[src/rtl/core/npps_pkg.sv]
// Shared types, constants and codes of the nearest path point search unit.
package npps_pkg;

	localparam int MAX_POINTS  = 1024;
	localparam int COORD_WIDTH = 24;

	localparam int ADDR_W    = $clog2(MAX_POINTS);
	localparam int IDX_W     = 10;
	localparam int LEN_W     = IDX_W + 1;
	localparam int DIST_W    = 49;
	localparam int CFG_IDX_W = 2;
	localparam int CFG_W     = DIST_W;
	localparam int SQ_W      = 2 * COORD_WIDTH;
	localparam int SUM_W     = SQ_W + 1;
	localparam int EXT_W     = (SUM_W > DIST_W) ? SUM_W : DIST_W;

	localparam logic [DIST_W-1:0] DIST_MAX          = '1;
	localparam logic [DIST_W-1:0] STOP_DIST_RESET   = DIST_W'(1677722);
	localparam logic [LEN_W-1:0]  END_MARGIN_RESET  = LEN_W'(20);
	localparam logic [IDX_W-1:0]  RESTART_IDX_RESET = IDX_W'(2);

	localparam logic ACT_LOAD  = 1'b0;
	localparam logic ACT_QUERY = 1'b1;

	typedef enum logic [CFG_IDX_W-1:0] {
		CFG_STOP_DIST   = 2'd0,
		CFG_END_MARGIN  = 2'd1,
		CFG_RESTART_IDX = 2'd2
	} npps_cfg_t;

	typedef enum logic [1:0] {
		ST_IDLE,
		ST_SCAN,
		ST_DONE
	} npps_state_t;

	typedef struct packed {
		logic                          action;
		logic [IDX_W-1:0]              point_index;
		logic                          last_point;
		logic signed [COORD_WIDTH-1:0] pos_x;
		logic signed [COORD_WIDTH-1:0] pos_y;
	} npps_in_t;

	typedef struct packed {
		logic [IDX_W-1:0]  best_index;
		logic [DIST_W-1:0] best_distance_sq;
		logic              path_empty;
	} npps_out_t;

	typedef struct packed {
		logic load;
		logic start;
		logic issue;
		logic finish;
	} npps_cmd_t;

	typedef struct packed {
		logic path_empty;
		logic scan_more;
		logic stop_hit;
		logic pipe_busy;
	} npps_stat_t;

endpackage

[src/rtl/core/npps_ctrl.sv]
// Controller state machine of the nearest path point search unit.
module npps_ctrl (
	input  logic                clk,
	input  logic                arst_n,
	input  logic                in_valid,
	input  logic                in_action,
	output logic                in_stall,
	output logic                out_valid,
	input  logic                out_stall,
	input  npps_pkg::npps_stat_t stat,
	output npps_pkg::npps_cmd_t  cmd
);
	import npps_pkg::*;

	npps_state_t state_q;
	npps_state_t state_d;
	logic        out_valid_q;
	logic        out_free;

	assign out_free = !out_valid_q || !out_stall;

	always_ff @(posedge clk or negedge arst_n) begin
		if (!arst_n) begin
			state_q     <= ST_IDLE;
			out_valid_q <= 1'b0;
		end else begin
			state_q <= state_d;
			if (cmd.finish) begin
				out_valid_q <= 1'b1;
			end else if (!out_stall) begin
				out_valid_q <= 1'b0;
			end
		end
	end

	always_comb begin
		state_d    = state_q;
		cmd        = '0;
		in_stall   = 1'b1;
		unique case (state_q)
			ST_IDLE: begin
				in_stall = 1'b0;
				if (in_valid) begin
					if (in_action == ACT_QUERY) begin
						cmd.start = 1'b1;
						state_d   = stat.path_empty ? ST_DONE : ST_SCAN;
					end else begin
						cmd.load = 1'b1;
					end
				end
			end
			ST_SCAN: begin
				if (stat.scan_more && !stat.stop_hit) begin
					cmd.issue = 1'b1;
				end else if (!stat.pipe_busy) begin
					state_d = ST_DONE;
				end
			end
			ST_DONE: begin
				if (out_free) begin
					cmd.finish = 1'b1;
					state_d    = ST_IDLE;
				end
			end
			default: begin
				state_d = ST_IDLE;
			end
		endcase
	end

	assign out_valid = out_valid_q;

endmodule

[config.mk]
export PLATFORM = sky130hd
export DESIGN_NAME = npps_ctrl
export DESIGN_NICKNAME = d
export VERILOG_FILES = /design/src/rtl/core/npps_pkg.sv /design/src/rtl/core/npps_ctrl.sv
export SDC_FILE = /design/constraint.sdc
export NUM_CORES = 1
export LEC_CHECK = 0
export ABC_AREA = 1
export ABC_CLOCK_PERIOD_IN_PS = 1200
export BUFFER_PORTS_ARGS = -buffer_cell sky130_fd_sc_hd__buf_4
export CAP_MARGIN = 40
export CORE_AREA = 3 3 40 42
export CTS_BUF_LIST = sky130_fd_sc_hd__clkbuf_2
export DETAILED_ROUTE_END_ITERATION = 12
export DIE_AREA = 0 0 43 45
export MAX_ROUTING_LAYER = met4
export PLACE_DENSITY_LB_ADDON = 0.08
export SYNTH_ARGS = -nofsm -noshare
export SYNTH_HDL_FRONTEND = slang
export SYNTH_SLANG_ARGS = --single-unit
[constraint.sdc]
create_clock -name clk -period 1.2 [get_ports clk]
set_input_delay 0.06 -clock clk [delete_from_list [all_inputs] [get_ports clk]]
set_output_delay 0.06 -clock clk [all_outputs]
set_load 0.05 [all_outputs]
==> flow_metrics.env, run 1 <==
export IMPL_clock_sinks=3
export IMPL_fmax_mhz=847
export IMPL_maxCapViolCount=0
export IMPL_drc_errors=0
export IMPL_crit_start_category="flip-flop"
export IMPL_holdCritPathClass="input port to flip-flop"
export IMPL_track_usage=0.0765
export IMPL_grt_pass1_wl_um=1010
export IMPL_max_clock_path_buffers=2
export IMPL_total_leakage_power_nw=0.233
export IMPL_status="finished clean"
export IMPL_route_detailed_vias_per_inst=3.76
export IMPL_worst_ep_required_time_ps=1140
export IMPL_unrepaired_setup_endpoints_after_global_routing="true"
export IMPL_wirelength_um=573
export IMPL_mappedNetlistArea_um2=225
export IMPL_syn_avg_cell_area_um2=6.43
export IMPL_syn_nets=44
export IMPL_number_of_nets_in_the_finished_design=67
export IMPL_post_synth_num_cell_types=10
export IMPL_detailedRoute_firstIterationViolations=3
export IMPL_horizontal_extent_of_the_die_um=43
export IMPL_globalplace_congestion=0.623
export IMPL_worst_clock_skew_ps=10.3
export IMPL_yosysSeqAreaShare=0.333
export IMPL_synth_warnings=0
export IMPL_port_buffers=14
export IMPL_highest_ir_drop_seen_on_vdd_v=0.000922
export IMPL_cpLargestDelayFamily="flip-flops"
export IMPL_p_per_area_nw_per_um2=2410
export IMPL_headroom_to_the_max_slew_limit=0.888
export IMPL_finalCoreUtilization=0.347
export IMPL_detailed_place_hpwl_um=454
export IMPL_final_cell_mix="buf_4, nand2_1, nor2_4, inv_1, clkbuf_2"
export IMPL_tightestPinTransition_ps=167
export IMPL_place_inst=64
export IMPL_drt_pass1_iterations=2
export IMPL_total_power_mw=1.07
export IMPL_wire_per_inst_um=7.96
export IMPL_worst_setup_path_type="flip-flop to output port"
export IMPL_min_period_over_period=0.984
export IMPL_final_hold_vio_count=0
export IMPL_vias_in_the_first_global_route=258
export IMPL_grt_antenna_before_repair=0
export IMPL_worstPathCellList="nor2_4, nand2_1, nor2_2, buf_6"
export IMPL_worstPathArrival_ps=1120
export IMPL_yosys_register_bits=3
export IMPL_setup_violations_final=0
export IMPL_die_height_um=45
export IMPL_critPathMaxFanout=5
export IMPL_stdcell_count=72
export IMPL_clk_pin_slew_worst_paths_ps=50
export IMPL_via_count=271
export IMPL_initial_utilization=0.175
export IMPL_fin_crit_ps=1180
export IMPL_grt_remaining_overflow=0
export IMPL_antenna_cells_inserted=0
export IMPL_cts_inserted_buffers=3
export IMPL_ant_nets=0
export IMPL_report_final_slew_viol_count=0
export IMPL_placementRows=13
export IMPL_relative_area_change_from_synthesis_to_final_layout_pct=97.8
export IMPL_setup_tns_final_ps=0
export IMPL_ioPinCount=15
export IMPL_critical_path_max_stage_delay_ps=440
export IMPL_post_synth_inst_count=35
export IMPL_largest_net_degree_at_the_start_of_global_routing=6
export IMPL_insertion_delay_ps=220
export IMPL_cts_tree="yes"
export IMPL_cts_max_level=1
export IMPL_die_area_um2=1940
export IMPL_clock_root_buffer="clkbuf_2"
export IMPL_floorplan_core_area_um2=1280
export IMPL_layout_commonest_cell="buf_4"
export IMPL_final_layout_size_suffix_gt1_frac=0.632
export IMPL_worst_path_buf_inv=1
export IMPL_setup_worst_path_end_class="output port"
export IMPL_holdWs_ps=85.9
export IMPL_cp_slowest_cell="dfrtp_2"
==> per-layer routing <==
layer,vias to the layer above,GRT usage,share of wire
met5,-,-,0
met4,0,0.0723,0.024
met3,2,0.0319,0.087
met2,13,0.0868,0.43
met1,110,0.0971,0.45
li1,146,-,-
==> cell families (layout without fill, tap and decap cells) <==
logic type             count (synthesis)  in the layout  synth area share
AND/OR/NAND/NOR                       25             25             0.544
buffers and inverters                  6             28             0.100
flip-flops                             3              3             0.333
AO/OA/AOI/OAI                          1              1            0.0222
==> cells in the mapped netlist <==
cell type  count  area, um2
a21oi_1        1       5.00
dfrtp_1        3       75.1
inv_1          5       18.8
inv_2          1       3.75
nand2_1       10       37.5
nand2_2        3       18.8
nand3_1        3       15.0
nor2_1         6       22.5
nor2_2         1       6.26
nor2_4         2       22.5
==> worst register-to-register path: stages, from the launching register on <==
cell and delay [ps]:
dfrtp_2 410, inv_1 70, nand2_1 110, nor2_4 50
buf_4 130, nor2_4 90, nand2_2 50, nand2_1 50
nand2_1 50
==> final timing paths <==
path	start	to	slack (ps)	cells after the start
max in group asynchronous	arst_n	state_q[1]$_DFFE_PN0P_	920	2
worst max-delay path	state_q[0]$_DFFE_PN0P_	cmd[3]	20	4
worst min-delay path	out_stall	out_valid$_DFFE_PN0P_	90	3
min in group asynchronous	arst_n	out_valid$_DFFE_PN0P_	170	2
worst min register to register	out_valid$_DFFE_PN0P_	out_valid$_DFFE_PN0P_	530	2
worst max register to register	state_q[1]$_DFFE_PN0P_	state_q[0]$_DFFE_PN0P_	90	8
==> area by class of cell <==
cell class / count / area [um2]
Timing Repair Buffer: 18 / 156
Multi-Input combinational cell: 26 / 149
Inverter: 6 / 22.5
Sequential cell: 3 / 78.8
Fill cell: 144 / 840
Tap cell: 15 / 18.8
Clock buffer: 4 / 20.0
==> registers in the layout, summed over array words and instances (netlist names) <==
register and cells:
out_valid 1, state_q 2
==> per-stage QoR <==
step / setup WS [ps] / area, um2
after CTS: -19.4 / 415
after global placement: 142 / 364
after global routing: -47.8 / 445
after detailed placement: 127 / 364
final: 19.7 / 445
after floorplan: -39.5 / 240
==> report_power, final <==
part / switching, mW / total (mW) / internal, mW
registers: 0.0632 / 0.216 / 0.153
clock network: 0.0598 / 0.148 / 0.0881
logic: 0.443 / 0.709 / 0.266
total: 0.566 / 1.07 / 0.506
==> repair_timing <==
item,CTS,global route
setup endpoints to repair,4,5
hold buffers,1,0
pin swaps,1,3
cloned,0,0
buffers inserted,1,2
endpoints found under the hold margin,3,0
gates resized for setup,4,6
(Power assumes the default switching activity.)
==> run 2: changes to the inputs <==
--- a/config.mk
+++ b/config.mk
@@ -8,13 +8,14 @@
 export ABC_AREA = 1
 export ABC_CLOCK_PERIOD_IN_PS = 1200
 export BUFFER_PORTS_ARGS = -buffer_cell sky130_fd_sc_hd__buf_4
-export CAP_MARGIN = 40
+export CAP_MARGIN = 20
 export CORE_AREA = 3 3 40 42
 export CTS_BUF_LIST = sky130_fd_sc_hd__clkbuf_2
 export DETAILED_ROUTE_END_ITERATION = 12
 export DIE_AREA = 0 0 43 45
 export MAX_ROUTING_LAYER = met4
 export PLACE_DENSITY_LB_ADDON = 0.08
+export RECOVER_POWER = 50
 export SYNTH_ARGS = -nofsm -noshare
 export SYNTH_HDL_FRONTEND = slang
 export SYNTH_SLANG_ARGS = --single-unit
==> run 2 against run 1 <==
Effect of this change:
- sequential power barely moved
- sequential cell count did not move
- largest power group unchanged
- via count fell by 0.37%
- fmax did not move
- count of clock-buffer cells in the layout did not move
- critical path depth did not move
- critical path type unchanged
- critical endpoint unchanged
==> flow_metrics.env, run 2 (synthesized netlist as in run 1, its figures left out) <==
export IMPL_status="finished clean"
export IMPL_power_frac_comb=0.661
export IMPL_clk_pin_slew_worst_paths_ps=50
export IMPL_holdWs_ps=85.9
export IMPL_drc_errors=0
export IMPL_antenna_cells_inserted=0
export IMPL_netSwitchingPower_mw=0.566
export IMPL_worst_ep_required_time_ps=1140
export IMPL_die_area_um2=1940
export IMPL_largest_net_degree_at_the_start_of_global_routing=6
export IMPL_final_cell_mix="buf_4, nand2_1, nor2_4, inv_1, clkbuf_2"
export IMPL_final_layout_size_suffix_gt1_frac=0.614
export IMPL_via_count=270
export IMPL_worstPathCellList="nor2_4, nand2_1, nor2_2, buf_6"
export IMPL_grt_remaining_overflow=0
export IMPL_initial_utilization=0.175
export IMPL_floorplan_core_area_um2=1280
export IMPL_power_sequential_fraction=0.201
export IMPL_highest_ir_drop_seen_on_vdd_v=0.000922
export IMPL_grt_antenna_before_repair=0
export IMPL_setup_violations_final=0
export IMPL_placementRows=13
export IMPL_final_setup_worst_slack_ps=19.7
export IMPL_worst_setup_path_type="flip-flop to output port"
export IMPL_clock_sinks=3
export IMPL_design_area_um2=442
export IMPL_number_of_nets_in_the_finished_design=67
export IMPL_route_detailed_vias_per_inst=3.75
export IMPL_critical_path_max_stage_delay_ps=440
export IMPL_report_final_slew_viol_count=0
export IMPL_cts_tree="yes"
export IMPL_grt_pass1_wl_um=1010
export IMPL_max_clock_path_buffers=2
export IMPL_p_per_area_nw_per_um2=2430
export IMPL_detailedRoute_firstIterationViolations=3
export IMPL_cp_slowest_cell="dfrtp_2"
export IMPL_netSwitchingFraction=0.529
export IMPL_post_dp_cell_area_um2=364
export IMPL_largest_register_by_flop_count="state_q"
export IMPL_holdCritPathClass="input port to flip-flop"
export IMPL_share_of_power_burned_in_the_clock_network=0.138
export IMPL_cts_max_level=1
export IMPL_clock_root_buffer="clkbuf_2"
export IMPL_track_usage=0.0765
export IMPL_fin_crit_ps=1180
export IMPL_layout_commonest_cell="buf_4"
export IMPL_cts_inserted_buffers=3
export IMPL_port_buffers=14
export IMPL_wirelength_um=573
export IMPL_fmax_mhz=847
export IMPL_insertion_delay_ps=220
export IMPL_unrepaired_setup_endpoints_after_global_routing="true"
export IMPL_die_height_um=45
export IMPL_ioPinCount=15
export IMPL_globalplace_congestion=0.623
export IMPL_p_int_mw=0.505
export IMPL_worst_clock_skew_ps=10.3
export IMPL_final_hold_vio_count=0
export IMPL_critPathMaxFanout=5
export IMPL_ant_nets=0
export IMPL_crit_start_category="flip-flop"
export IMPL_pre_cts_slack_ps=127
export IMPL_worstPathArrival_ps=1120
export IMPL_setup_tns_final_ps=0
export IMPL_wire_per_inst_um=7.96
export IMPL_n_fill_cell=144
export IMPL_finalCoreUtilization=0.344
export IMPL_vias_in_the_first_global_route=258
export IMPL_relative_area_change_from_synthesis_to_final_layout_pct=96.1
export IMPL_maxCapViolCount=0
export IMPL_setup_worst_path_end_class="output port"
export IMPL_total_leakage_power_nw=0.229
export IMPL_largest_register_ffs=2
export IMPL_drt_pass1_iterations=2
export IMPL_min_period_over_period=0.984
export IMPL_detailed_place_hpwl_um=454
export IMPL_tightestPinTransition_ps=167
export IMPL_headroom_to_the_max_slew_limit=0.888
export IMPL_regToRegSetupSlack_ps=90
export IMPL_horizontal_extent_of_the_die_um=43
run 2: per-layer routing:
| metal | share of wire | track usage | vias up |
|---|---|---|---|
| li1 | - | - | 146 |
| met1 | 0.46 | 0.0971 | 109 |
| met2 | 0.43 | 0.0868 | 13 |
| met3 | 0.087 | 0.0319 | 2 |
| met4 | 0.024 | 0.0723 | 0 |
| met5 | 0 | - | - |
run 2: worst paths after layout:
path                                              from                      to  cells after the start
worst max-delay path            state_q[0]$_DFFE_PN0P_                  cmd[3]                      4
worst min-delay path                         out_stall   out_valid$_DFFE_PN0P_                      3
worst max register to register  state_q[1]$_DFFE_PN0P_  state_q[0]$_DFFE_PN0P_                      8
worst min register to register   out_valid$_DFFE_PN0P_   out_valid$_DFFE_PN0P_                      2
max in group asynchronous                       arst_n  state_q[1]$_DFFE_PN0P_                      2
min in group asynchronous                       arst_n   out_valid$_DFFE_PN0P_                      2
run 2: through the flow:
stage	instances	power [mW]
floorplan	35	0.657
global placement	64	0.819
detailed placement	64	0.818
CTS	70	1.01
global route	72	1.16
finish	72	1.07
run 2: final cells by class:
| class | count | area [um2] | area share |
|---|---|---|---|
| inverter | 6 | 22.5 | 0.0510 |
| tap | 15 | 18.8 | 0.0425 |
| clock buffer | 4 | 20.0 | 0.0453 |
| multi-input combinational | 26 | 149 | 0.337 |
| sequential | 3 | 78.8 | 0.178 |
| timing repair buffer | 18 | 153 | 0.346 |
run 2: power by group through the flow:
stage	Combinational (mW)	Clock, mW	Sequential (mW)
floorplan	0.412	0	0.245
global placement	0.620	0	0.199
detailed placement	0.615	0	0.203
CTS	0.660	0.150	0.201
global route	0.772	0.161	0.222
finish	0.708	0.148	0.216
run 2: what timing repair did:
action,CTS,global route
hold buffers,1,0
resized for setup,4,6
pin swaps,1,3
hold endpoints to repair,3,0
endpoints found under the setup margin,4,5
setup buffers,1,2
run 2: worst max-delay path: cells and delay by family, from the launching register on:
family	cells	cell delay (ps)
buffers and inverters	1	160
flip-flops	1	440
AND/OR/NAND/NOR	3	300
==> run 3: changes to the inputs <==
--- a/config.mk
+++ b/config.mk
@@ -5,7 +5,6 @@
 export SDC_FILE = /design/constraint.sdc
 export NUM_CORES = 1
 export LEC_CHECK = 0
-export ABC_AREA = 1
 export ABC_CLOCK_PERIOD_IN_PS = 1200
 export BUFFER_PORTS_ARGS = -buffer_cell sky130_fd_sc_hd__buf_4
 export CAP_MARGIN = 20
==> run 3 against run 2 <==
Effect of this change:
- via count is 14% lower
- non-clock buffer count is 2 lower
- hold slack better by 44 ps
- largest cell class is now multi-input gates
- highest routed layer is now met3
==> flow_metrics.env, run 3 <==
export IMPL_status="finished clean"
export IMPL_horizontal_extent_of_the_die_um=43
export IMPL_netSwitchingFraction=0.435
export IMPL_initial_utilization=0.147
export IMPL_maxCapViolCount=0
export IMPL_worst_ep_required_time_ps=1140
export IMPL_final_hold_vio_count=0
export IMPL_regToRegSetupSlack_ps=30
export IMPL_relative_area_change_from_synthesis_to_final_layout_pct=115
export IMPL_place_inst=50
export IMPL_critPathMaxFanout=5
export IMPL_cts_tree="yes"
export IMPL_holdPathStages=3
export IMPL_worst_setup_path_type="flip-flop to output port"
export IMPL_crit_reg2reg_launch="state_q[0]$_DFFE_PN0P_"
export IMPL_drt_pass1_iterations=1
export IMPL_unrepaired_setup_endpoints_after_global_routing="true"
export IMPL_crit_start_category="flip-flop"
export IMPL_total_leakage_power_nw=0.194
export IMPL_wire_per_inst_um=11.1
export IMPL_netlist_top_cells_count="nand2_1, dfrtp_1, nor2_1, a21oi_1"
export IMPL_number_of_nets_in_the_finished_design=51
export IMPL_worstPathCellList="nor2_4, nand2_2, nor2_2, buf_6"
export IMPL_stdcell_count=56
export IMPL_highest_ir_drop_seen_on_vdd_v=0.000421
export IMPL_layout_commonest_cell="buf_4"
export IMPL_power_sequential_fraction=0.268
export IMPL_antenna_cells_inserted=0
export IMPL_post_synth_top_count_cell="nand2_1"
export IMPL_cts_inserted_buffers=3
export IMPL_drc_errors=0
export IMPL_detailedRoute_firstIterationViolations=0
export IMPL_largest_register_ffs=2
export IMPL_grt_pass1_wl_um=972
export IMPL_synth_top_area_share=0.397
export IMPL_power_frac_comb=0.476
export IMPL_synth_edff_count=0
export IMPL_detailed_place_hpwl_um=476
export IMPL_max_clock_path_buffers=2
export IMPL_p_per_area_nw_per_um2=1360
export IMPL_holdCritPathClass="input port to flip-flop"
export IMPL_yosys_register_bits=3
export IMPL_final_cell_mix="buf_4, clkbuf_2, buf_6"
export IMPL_ant_nets=0
export IMPL_cpLargestDelayFamily="flip-flops"
export IMPL_worst_path_buf_inv=1
export IMPL_syn_avg_cell_area_um2=9.00
export IMPL_clk_pin_slew_worst_paths_ps=40
export IMPL_synth_warnings=0
export IMPL_floorplan_core_area_um2=1280
export IMPL_worst_r2r_cell_count=3
export IMPL_yosysSeqAreaShare=0.397
export IMPL_met2_wirelength_um=326
export IMPL_clock_sinks=3
export IMPL_grt_remaining_overflow=0
export IMPL_finalCoreUtilization=0.316
export IMPL_ioPinCount=15
export IMPL_dominantRegCellSynth="dfrtp_1"
export IMPL_fin_crit_ps=1180
export IMPL_min_period_over_period=0.982
export IMPL_setup_worst_path_end_class="output port"
export IMPL_async_flop_share=1.00
export IMPL_post_synth_inst_count=21
export IMPL_port_buffers=14
export IMPL_placementRows=13
export IMPL_report_final_slew_viol_count=0
export IMPL_largest_net_degree_at_the_start_of_global_routing=7
export IMPL_die_height_um=45
export IMPL_insertion_delay_ps=210
export IMPL_worst_clock_skew_ps=3.87
export IMPL_synth_area_leaders="dfrtp_1, nand2_1, nor2b_4"
export IMPL_cp_slowest_cell="dfrtp_2"
export IMPL_routed_top_layer="met3"
export IMPL_tightestPinTransition_ps=197
export IMPL_vias_in_the_first_global_route=229
export IMPL_setup_tns_final_ps=0
export IMPL_wl_met3_um=66
export IMPL_post_synth_num_cell_types=13
export IMPL_grt_antenna_before_repair=0
export IMPL_headroom_to_the_max_slew_limit=0.867
export IMPL_worstHoldStart="out_stall"
export IMPL_setup_violations_final=0
export IMPL_wirelength_um=619
export IMPL_fmax_mhz=849
export IMPL_critical_path_max_stage_delay_ps=440
export IMPL_clock_root_buffer="clkbuf_2"
export IMPL_p_int_mw=0.312
export IMPL_crit_reg2reg_capture="state_q[0]$_DFFE_PN0P_"
export IMPL_cts_max_level=1
export IMPL_netSwitchingPower_mw=0.240
export IMPL_wirelength_met1_um=227
export IMPL_worstPathArrival_ps=1120
export IMPL_synth_largest_area_cell="dfrtp_1"
export IMPL_largest_register_by_flop_count="state_q"
export IMPL_syn_nets=30
export IMPL_track_usage=0.0748
export IMPL_hold_path_end="out_valid$_DFFE_PN0P_"
export IMPL_mappedNetlistArea_um2=189
export IMPL_globalplace_congestion=0.631
export IMPL_via_count=233
export IMPL_final_layout_size_suffix_gt1_frac=0.780
export IMPL_route_detailed_vias_per_inst=4.16
export IMPL_share_of_power_burned_in_the_clock_network=0.256
export IMPL_die_area_um2=1940
run 3: cell count changes after synthesis, sizes merged, moves of 3 or more:
cell | before | now
inv | 6 | 1
nand2 | 13 | 4
nand3 | 3 | 0
nor2 | 9 | 3
run 3: cell type report:
class                           count  area, um2
Clock buffer                        4       20.0
Fill cell                         149        878
Inverter                            1       3.75
Multi-Input combinational cell     17        153
Sequential cell                     3       77.6
Tap cell                           15       18.8
Timing Repair Buffer               16        134
run 3: worst reg2reg max path: stages, from the launching register on:
cell and delay (ps):
dfrtp_2 440, buf_4 150, or3_1 380, a21oi_2 120
run 3: logic make-up after synthesis:
logic type      Yosys count  share of synthesized area
compound gates            4                      0.146
buf+inv                   1                     0.0198
flops                     3                      0.397
simple gates             13                      0.437
run 3: layer usage:
layer / vias to the layer above / GRT usage
li1: 112 / -
met4: 0 / 0.0361
met1: 109 / 0.0704
met3: 0 / 0.0518
met2: 12 / 0.117
met5: - / -
run 3: worst max path at each step:
stage / from / to / cells past startpoint
3_3_place_gp: state_q[1]$_DFFE_PN0P_ / state_q[1]$_DFFE_PN0P_ / 2
3_5_place_dp: state_q[1]$_DFFE_PN0P_ / state_q[1]$_DFFE_PN0P_ / 2
2_1_floorplan: state_q[0]$_DFFE_PN0P_ / cmd[2] / 3
6_report: state_q[0]$_DFFE_PN0P_ / cmd[3] / 4
4_1_cts: state_q[0]$_DFFE_PN0P_ / cmd[0] / 3
5_1_grt: state_q[0]$_DFFE_PN0P_ / cmd[3] / 4
run 3: timing repair:
item                                   4_1_cts  5_1_grt
pin swaps                                    1        3
endpoints found under the hold margin        3        0
resized for setup                            4       11
buffers inserted                             0        1
setup endpoints to repair                    3        3
hold buffers                                 1        0
run 3: power by group through the flow:
stage | logic (mW) | clock network (mW) | registers, mW
after global routing | 0.277 | 0.167 | 0.151
after global placement | 0.223 | 0 | 0.135
after floorplan | 0.122 | 0 | 0.158
after CTS | 0.236 | 0.151 | 0.136
after detailed placement | 0.223 | 0 | 0.136
final | 0.262 | 0.141 | 0.148
run 3: per-stage QoR:
step | power, mW | hold WS, ps | worst slack [ps] | area [um2]
6_report | 0.551 | 130 | 21.8 | 407
5_1_grt | 0.594 | 130 | -51.4 | 407
4_1_cts | 0.522 | 112 | -52.2 | 365
3_5_place_dp | 0.359 | -149 | 99.1 | 322
3_3_place_gp | 0.358 | -147 | 125 | 322
2_1_floorplan | 0.279 | -236 | -164 | 198
